## config.mk

```make
export PLATFORM = sky130hd
export DESIGN_NAME = cigar_parse_merge_lengths_core
export DESIGN_NICKNAME = d
export VERILOG_FILES = /design/src/hw/rtl/cpml_pkg.sv /design/src/hw/rtl/cigar_parse_merge_lengths_core.sv
export SDC_FILE = /design/constraint.sdc
export NUM_CORES = 2
export LEC_CHECK = 0
export ABC_AREA = 1
export BUFFER_PORTS_ARGS = -buffer_cell sky130_fd_sc_hd__buf_2
export CAP_MARGIN = 25
export CELL_PAD_IN_SITES_DETAIL_PLACEMENT = 2
export CELL_PAD_IN_SITES_GLOBAL_PLACEMENT = 2
export CORE_MARGIN = 1
export CORE_UTILIZATION = 35
export DETAILED_ROUTE_END_ITERATION = 16
export GPL_TIMING_DRIVEN = 0
export PLACE_DENSITY = 0.76
export SKIP_CTS_REPAIR_TIMING = 1
export SLEW_MARGIN = 5
export SYNTH_ARGS = -nofsm -noshare
export SYNTH_HDL_FRONTEND = slang
export SYNTH_SLANG_ARGS = --single-unit
```

## constraint.sdc

```tcl
create_clock -name clk_i -period 6.5 [get_ports clk_i]
set_clock_uncertainty 0.15 [all_clocks]
set_input_delay 1.3 -clock clk_i [delete_from_list [all_inputs] [get_ports clk_i]]
set_output_delay 1.3 -clock clk_i [all_outputs]
set_load 0.01 [all_outputs]
```

## src/hw/rtl/cpml_pkg.sv

```systemverilog
// Package for the CIGAR parse-and-merge core: count width, character codes,
// the result record, the saturating add and the class helper.
// No dependencies.
package cpml_pkg;

  localparam int unsigned CountWidth = 32;
  localparam int unsigned OutWidth   = 32;
  localparam int unsigned FifoDepth  = 4;
  localparam int unsigned FifoPtrW   = $clog2(FifoDepth);

  typedef logic [CountWidth-1:0] count_t;
  typedef logic [OutWidth-1:0]   total_t;

  localparam count_t CountMax = '1;

  localparam logic [7:0] ChZero = 8'h30;
  localparam logic [7:0] ChNine = 8'h39;
  localparam logic [7:0] ChA    = 8'h41;
  localparam logic [7:0] ChC    = 8'h43;
  localparam logic [7:0] ChD    = 8'h44;
  localparam logic [7:0] ChG    = 8'h47;
  localparam logic [7:0] ChI    = 8'h49;
  localparam logic [7:0] ChM    = 8'h4D;
  localparam logic [7:0] ChT    = 8'h54;

  typedef struct packed {
    logic       final_result;
    total_t     ins_total;
    total_t     read_total;
    total_t     ref_total;
    total_t     run_count;
    logic [7:0] op_code;
  } result_t;

  function automatic count_t sat_add(count_t a, count_t b);
    logic [CountWidth:0] sum;
    sum = {1'b0, a} + {1'b0, b};
    return sum[CountWidth] ? CountMax : sum[CountWidth-1:0];
  endfunction

  // Base letters all belong to the match class.
  function automatic logic [7:0] op_class(logic [7:0] c);
    if (c == ChA || c == ChC || c == ChG || c == ChT) begin
      return ChM;
    end
    return c;
  endfunction

endpackage

```

## src/hw/rtl/cigar_parse_merge_lengths_core.sv

```systemverilog
// CIGAR string parser: builds counts from digits, merges adjacent runs of the
// same class and keeps reference, read and insert length totals.
// Depends on cpml_pkg.
//
// Usage:
//   The string arrives on the slave stream one character per word; tdata is
//   the character and tlast marks the final character of the string.
//   Each closed run leaves on the master stream as one word; the word that
//   carries tlast is the last result of the string and holds exact totals.
//   An empty string (or one with digits only) gives a single tlast word with
//   op_code 0 and run_count 0.
// Timing:
//   A character is held in the input register after it is accepted and is
//   processed from there once the queue has room; its results enter a
//   four-word output queue at the end of that cycle and are offered from the
//   queue. One character is taken per cycle while the queue has room.
//   A character makes at most two result words, and the output port drains
//   one per cycle, so sustained input rate is bounded by the output side:
//   the input register holds while the queue has fewer than two free slots.
// Reset:
//   Clears the count, the pending run, the totals and the output queue.
// Stall:
//   When the receiver holds tready low, the queue fills, the input register
//   holds its character and tready on the slave side drops. No word is lost.
module cigar_parse_merge_lengths_core
  import cpml_pkg::*;
(
  input  logic         clk_i,
  input  logic         rst_ni,
  input  logic         s_axis_tvalid,
  output logic         s_axis_tready,
  input  logic [7:0]   s_axis_tdata,   // [7:0] ch
  input  logic         s_axis_tlast,   // end_of_string
  output logic         m_axis_tvalid,
  input  logic         m_axis_tready,
  // [7:0] op_code, [39:8] run_count, [71:40] ref_total, [103:72] read_total,
  // [135:104] ins_total
  output logic [135:0] m_axis_tdata,
  output logic         m_axis_tlast    // final_result
);

  // Input register.
  logic       in_valid_q;
  logic [7:0] in_ch_q;
  logic       in_last_q;

  // Parser state.
  count_t     acc_q, acc_d;
  logic [7:0] pend_op_q, pend_op_d;
  count_t     pend_count_q, pend_count_d;
  logic       pend_valid_q, pend_valid_d;
  count_t     ref_q, ref_d;
  count_t     read_q, read_d;
  count_t     ins_q, ins_d;

  // Output queue.
  result_t             fifo_q [FifoDepth];
  logic [FifoPtrW-1:0] wr_ptr_q, rd_ptr_q;
  logic [FifoPtrW:0]   fill_q, fill_d;

  logic                  proceed;
  logic                  is_digit;
  logic [CountWidth+3:0] dig_ext;
  logic [3:0]            dig_val;
  logic [7:0]            cls;
  count_t                op_cnt;
  logic                  emit_mid;
  result_t               mid_res, fin_res, ent0, ent1;
  logic [1:0]            push_n;
  logic                  pop;

  assign proceed       = in_valid_q &&
                         (fill_q <= (FifoPtrW+1)'(FifoDepth - 2));
  assign s_axis_tready = !in_valid_q || proceed;

  always_ff @(posedge clk_i or negedge rst_ni) begin
    if (!rst_ni) begin
      in_valid_q <= 1'b0;
    end else if (s_axis_tready) begin
      in_valid_q <= s_axis_tvalid;
    end
  end

  always_ff @(posedge clk_i) begin
    if (s_axis_tvalid && s_axis_tready) begin
      in_ch_q   <= s_axis_tdata;
      in_last_q <= s_axis_tlast;
    end
  end

  assign is_digit = (in_ch_q >= ChZero) && (in_ch_q <= ChNine);
  assign dig_val  = 4'(in_ch_q - ChZero);
  // acc * 10 + digit; it overflows exactly when it passes the count maximum.
  assign dig_ext  = ({4'b0, acc_q} << 3) + ({4'b0, acc_q} << 1) +
                    (CountWidth+4)'(dig_val);
  assign cls      = op_class(in_ch_q);
  assign op_cnt   = (acc_q == '0) ? count_t'(1) : acc_q;

  always_comb begin
    acc_d        = acc_q;
    pend_op_d    = pend_op_q;
    pend_count_d = pend_count_q;
    pend_valid_d = pend_valid_q;
    ref_d        = ref_q;
    read_d       = read_q;
    ins_d        = ins_q;
    emit_mid     = 1'b0;

    if (is_digit) begin
      acc_d = (dig_ext > {4'b0, CountMax}) ? CountMax : dig_ext[CountWidth-1:0];
    end else begin
      acc_d = '0;
      if (cls == ChM || in_ch_q == ChD) begin
        ref_d = sat_add(ref_q, op_cnt);
      end
      if (in_ch_q != ChD) begin
        read_d = sat_add(read_q, op_cnt);
      end
      if (in_ch_q == ChI) begin
        ins_d = sat_add(ins_q, op_cnt);
      end
      if (pend_valid_q && op_class(pend_op_q) == cls) begin
        pend_count_d = sat_add(pend_count_q, op_cnt);
        if (cls == ChM) begin
          pend_op_d = ChM;
        end
      end else begin
        emit_mid     = pend_valid_q;
        pend_op_d    = in_ch_q;
        pend_count_d = op_cnt;
        pend_valid_d = 1'b1;
      end
    end

    // Both results of a character carry the totals after this character.
    mid_res.op_code      = pend_op_q;
    mid_res.run_count    = OutWidth'(pend_count_q);
    mid_res.ref_total    = OutWidth'(ref_d);
    mid_res.read_total   = OutWidth'(read_d);
    mid_res.ins_total    = OutWidth'(ins_d);
    mid_res.final_result = 1'b0;

    fin_res              = mid_res;
    fin_res.op_code      = pend_valid_d ? pend_op_d : 8'h00;
    fin_res.run_count    = pend_valid_d ? OutWidth'(pend_count_d) : '0;
    fin_res.final_result = 1'b1;

    if (in_last_q) begin
      acc_d        = '0;
      pend_op_d    = '0;
      pend_count_d = '0;
      pend_valid_d = 1'b0;
      ref_d        = '0;
      read_d       = '0;
      ins_d        = '0;
    end
  end

  assign ent0   = emit_mid ? mid_res : fin_res;
  assign ent1   = fin_res;
  assign push_n = proceed ? (2'(emit_mid) + 2'(in_last_q)) : 2'd0;

  always_ff @(posedge clk_i or negedge rst_ni) begin
    if (!rst_ni) begin
      acc_q        <= '0;
      pend_op_q    <= '0;
      pend_count_q <= '0;
      pend_valid_q <= 1'b0;
      ref_q        <= '0;
      read_q       <= '0;
      ins_q        <= '0;
    end else if (proceed) begin
      acc_q        <= acc_d;
      pend_op_q    <= pend_op_d;
      pend_count_q <= pend_count_d;
      pend_valid_q <= pend_valid_d;
      ref_q        <= ref_d;
      read_q       <= read_d;
      ins_q        <= ins_d;
    end
  end

  always_ff @(posedge clk_i) begin
    if (push_n != 2'd0) begin
      fifo_q[wr_ptr_q] <= ent0;
    end
    if (push_n == 2'd2) begin
      fifo_q[wr_ptr_q + FifoPtrW'(1)] <= ent1;
    end
  end

  assign m_axis_tvalid = (fill_q != '0);
  assign pop           = m_axis_tvalid && m_axis_tready;
  assign fill_d        = fill_q + (FifoPtrW+1)'(push_n) - (FifoPtrW+1)'(pop);

  always_ff @(posedge clk_i or negedge rst_ni) begin
    if (!rst_ni) begin
      wr_ptr_q <= '0;
      rd_ptr_q <= '0;
      fill_q   <= '0;
    end else begin
      wr_ptr_q <= wr_ptr_q + FifoPtrW'(push_n);
      rd_ptr_q <= rd_ptr_q + FifoPtrW'(pop);
      fill_q   <= fill_d;
    end
  end

  assign m_axis_tdata = {fifo_q[rd_ptr_q].ins_total, fifo_q[rd_ptr_q].read_total,
                         fifo_q[rd_ptr_q].ref_total, fifo_q[rd_ptr_q].run_count,
                         fifo_q[rd_ptr_q].op_code};
  assign m_axis_tlast = fifo_q[rd_ptr_q].final_result;

  a_fill_bound: assert property (@(posedge clk_i) disable iff (!rst_ni)
    fill_q <= (FifoPtrW+1)'(FifoDepth))
    else $error("output queue overfilled");

  a_end_clears: assert property (@(posedge clk_i) disable iff (!rst_ni)
    proceed && in_last_q |=> !pend_valid_q && acc_q == '0 && ref_q == '0)
    else $error("state not cleared after end of string");

  a_idle_pending: assert property (@(posedge clk_i) disable iff (!rst_ni)
    !pend_valid_q |-> pend_count_q == '0 && pend_op_q == '0)
    else $error("pending run data without a pending run");

  a_op_clears_acc: assert property (@(posedge clk_i) disable iff (!rst_ni)
    proceed && !is_digit |=> acc_q == '0)
    else $error("digit count survived an operation letter");

endmodule

```

==> impl_results.md <==
- Initial antenna violation count: 9
- Capture point of the worst reg-to-reg path: fifo_q[1][102]
- Slowest stage delay, CP: 0.67 ns
- Slew Limit Fails: 0
- Vias per Instance: 5.550
- Row count: 130
- Largest family of logic cells by synthesized area: simple AND/OR/NAND/NOR gates
- Clock Pin Slew Worst Setup and Hold Paths: 0.06 ns
- Crit path kind: register to output port
- Status: finished clean
- Slew @ Worst Pin: 1.219 ns
- Die area: 128900 um2
- Vias in the first global route: 45125
- YS warnings: 0
- DP Wirelength: 143500 um
- Gr usage total: 29.59%
- Die height: 359.0 um
- Die width: 359.0 um
- Root buf cell: clkbuf_16
- WP data arrival: 4.95 ns
- CP Launch Point: rd_ptr_q[0]
- Vias: 41478
- Min Hold Slack: 0.3479 ns
- Synth top cells by count: nand2_1, nor2_1, edfxtp_1
- Worst path buffer plus inverter count: 7
- Initial core utilization: 35.39%
- Area share of the largest cell type after synthesis: 37.23%
- CTS tree: built
- Max Cap Violations: 0
- Critical path's slowest cell: clkbuf_1
- FFs w/ async S/R, synth: 24.11%
- Largest net degree at the start of global routing: 101
- IO Count: 152
- Synth area leader: edfxtp_1
- Max-slew headroom: 18.74%
- Final period util: 98.45%
- VDD IR max: 0.2290 mV
- Top_reg_cell synth: edfxtp_1
- Hold Path Class: register to register
- Most frequent cell after synthesis: nand2_1
- Post-Synth Adder-Cell Area: 5.840%
- Critical-path maximum fanout: 10
- CP Data Required Time: 5.05 ns
- Synth Area in Compound Gates: 12.03%
- Post-layout util: 40.18%
- Critical Path, Cell by Cell: clkbuf_1 > buf_6 > clkbuf_2 > inv_1 > clkbuf_2 > clkbuf_1 > o21ai_0 > o22ai_1 > buf_2
- Reg2Reg Setup Slack: 0.63 ns
- Post-Synth Simple-Gate Area: 26.38%
- First-pass GRT wire length: 288200 um
- Flop pwr share: 32.5%
- Psw: 0.009151 W
- TritonRoute pass-1 iters: 5
- Synth Instances: 5494
- Gate power share: 42.9%
- Xor and xnor area share after synthesis: 2.572%
- Crit. End Element: output port
- Max Buffers Root-to-Sink: 3
- Share of layout cells above drive strength 1: 10.10%
- DR DRC count: 0
- Hold Fails Final Rpt: 0
- Reg2reg path depth: 24
- DRT antenna net count: 0
- Syn avg cell area: 8.119 um2
- Clock share of power: 24.6%
- Starting DRT DRC Count: 2674
- Cell family with most CP delay: buffers and inverters
- Placer Congestion: 0.9141
- # clock sinks: 734
- RSZ-0062 raised after global routing: no
- GR Overflow Total: 0
- Area grow syn2layout: 13.56%
- Worst skew pair latency: 0.68 ns
- End point of the critical path: m_axis_tdata[34]
- Worst path depth: 9
- Mux cell area share after synthesis: 0%
- P_leak: 21.63 nW
- Routed WL per cell: 25.90 um
- Synth top area cells: edfxtp_1, nand2_1, dfrtp_1
- Sequential cell area fraction in the yosys report: 47.34%
- Finish-stage setup viols: 0
- H-tree levels: 3
- Core box area: 126100 um2
- Crit path time final: 6.400 ns
- Power Density: 400.8 nW/um2
- Yosys cell types: 52
- Port Buf Inserts: 151
- DRT Wirelength: 193600 um
- Final net count: 5967
- EDFF count, synth: 553
- Cell Area, Synth: 44610 um2
- RR Startpoint: in_ch_q[0]
- Fmax: 156.3 MHz
- P_int: 0.01115 W
- #FFs+latches synth: 734
- Synth Net Count: 5711
- Sw Share: 45.07%
- Setup crit start kind: register
- Total CTS buffers: 86
## sequential cells by signal, indices dropped and copies added, names as in the netlist, 3 cells and up
signal,cells
fifo_q,548
acc_q,32
ins_q,32
pend_count_q,32
read_q,32
ref_q,32
in_ch_q,8
pend_op_q,8
fill_q,3
## layout make-up
| type | count | area (um2) |
|---|---|---|
| inverter | 373 | 1400 |
| antenna | 3 | 7.507 |
| timing repair buffer | 169 | 1064 |
| clock inverter | 37 | 410.4 |
| fill | 14360 | 75400 |
| tap | 1650 | 2064 |
| clock buffer | 122 | 2429 |
| buffer | 281 | 1212 |
| multi-input combinational | 4105 | 20950 |
| sequential | 734 | 21120 |
## power by group through the flow
stage,logic (W),clock network (W),registers [W]
global placement,0.00826,0,0.00676
floorplan,0.00468,0,0.00657
detailed placement,0.00862,0,0.00668
CTS,0.00870,0.00506,0.00660
finish,0.00870,0.00500,0.00660
global route,0.00929,0.00521,0.00667
## worst reg2reg max path: stages (launching register included)
cell	delay (ns)
edfxtp_1	0.49
inv_1	0.23
nand2_1	0.13
nor2_4	0.13
nand2_4	0.11
nand2_8	0.12
inv_2	0.05
nand3_1	0.08
nand3_2	0.09
nor2_4	0.18
nand2_4	0.10
nand3_2	0.14
inv_2	0.16
ha_1	0.34
inv_1	0.07
nor2_1	0.07
nor2_1	0.27
nor3_1	0.10
inv_1	0.27
nand2_8	0.42
buf_16	0.40
inv_2	0.64
buf_2	0.41
buf_2	0.35
nor2_1	0.10
## cells in the final DEF, fill, tap and decap left out, drive strengths merged, types with 2 or more instances in the layout
cell / netlist / layout
o21a: 11 / 11
nand4: 30 / 30
or2: 61 / 61
a211oi: 6 / 6
a221oi: 5 / 5
dfrtp: 177 / 177
buf: 78 / 247
o211ai: 11 / 11
dfxtp: 4 / 4
a21oi: 195 / 195
clkbuf: 204 / 325
xor2: 69 / 69
clkinvlp: 0 / 3
a21boi: 8 / 8
nor3: 37 / 37
clkinv: 0 / 27
ha: 197 / 197
diode: 0 / 3
edfxtp: 553 / 553
nand3: 363 / 363
and3: 3 / 3
o22ai: 174 / 174
inv: 373 / 374
o21ai: 510 / 510
a21o: 28 / 28
fa: 7 / 7
and2: 6 / 6
nor4: 16 / 16
bufinv: 0 / 6
xnor2: 62 / 62
nand2: 1385 / 1385
o21bai: 15 / 15
o2111ai: 2 / 2
nand3b: 7 / 7
a31oi: 6 / 6
nor2: 890 / 890
## metal layers
layer / global-route usage [%] / part of all wire [%] / vias up
met1: 38.70 / 44 / 21286
met5: 0 / 0.014 / -
met4: 10.73 / 3.4 / 4
met3: 2.958 / 3.9 / 270
met2: 50.64 / 48 / 893
li1: - / - / 19025
## stage by stage
step | TNS, ns | setup WS [ns] | instance area [um2] | std cells | power, W
after floorplan | 0 | 1.304 | 44610 | 5494 | 0.01124
after global placement | -1115.84 | -2.178 | 47430 | 7295 | 0.01503
after detailed placement | 0 | 0.4368 | 47810 | 7313 | 0.01530
after CTS | 0 | 0.2156 | 50650 | 7472 | 0.02036
after global routing | 0 | 0.1607 | 50650 | 7471 | 0.02117
final | 0 | 0.1005 | 50650 | 7474 | 0.02030
## worst min-delay path by stage
stage / from / to / slack (ns) / cells after the start
6_report: fifo_q[1][136] / fifo_q[1][136] / 0.35 / 2
3_5_place_dp: fifo_q[1][136] / fifo_q[1][136] / 0.32 / 2
4_1_cts: fifo_q[1][136] / fifo_q[1][136] / 0.35 / 2
3_3_place_gp: fifo_q[1][136] / fifo_q[1][136] / 0.31 / 2
2_1_floorplan: fifo_q[1][136] / fifo_q[1][136] / 0.30 / 2
5_1_grt: fifo_q[1][136] / fifo_q[1][136] / 0.36 / 2
## kinds of logic (layout without fill, tap and decap cells)
family	after synthesis	count (layout)
simple gates	2798	2798
other cells	0	3
flops	734	734
buf+inv	655	982
fa+ha+maj	204	204
xor+xnor	131	131
compound gates	972	972
(Power assumes the default switching activity.)
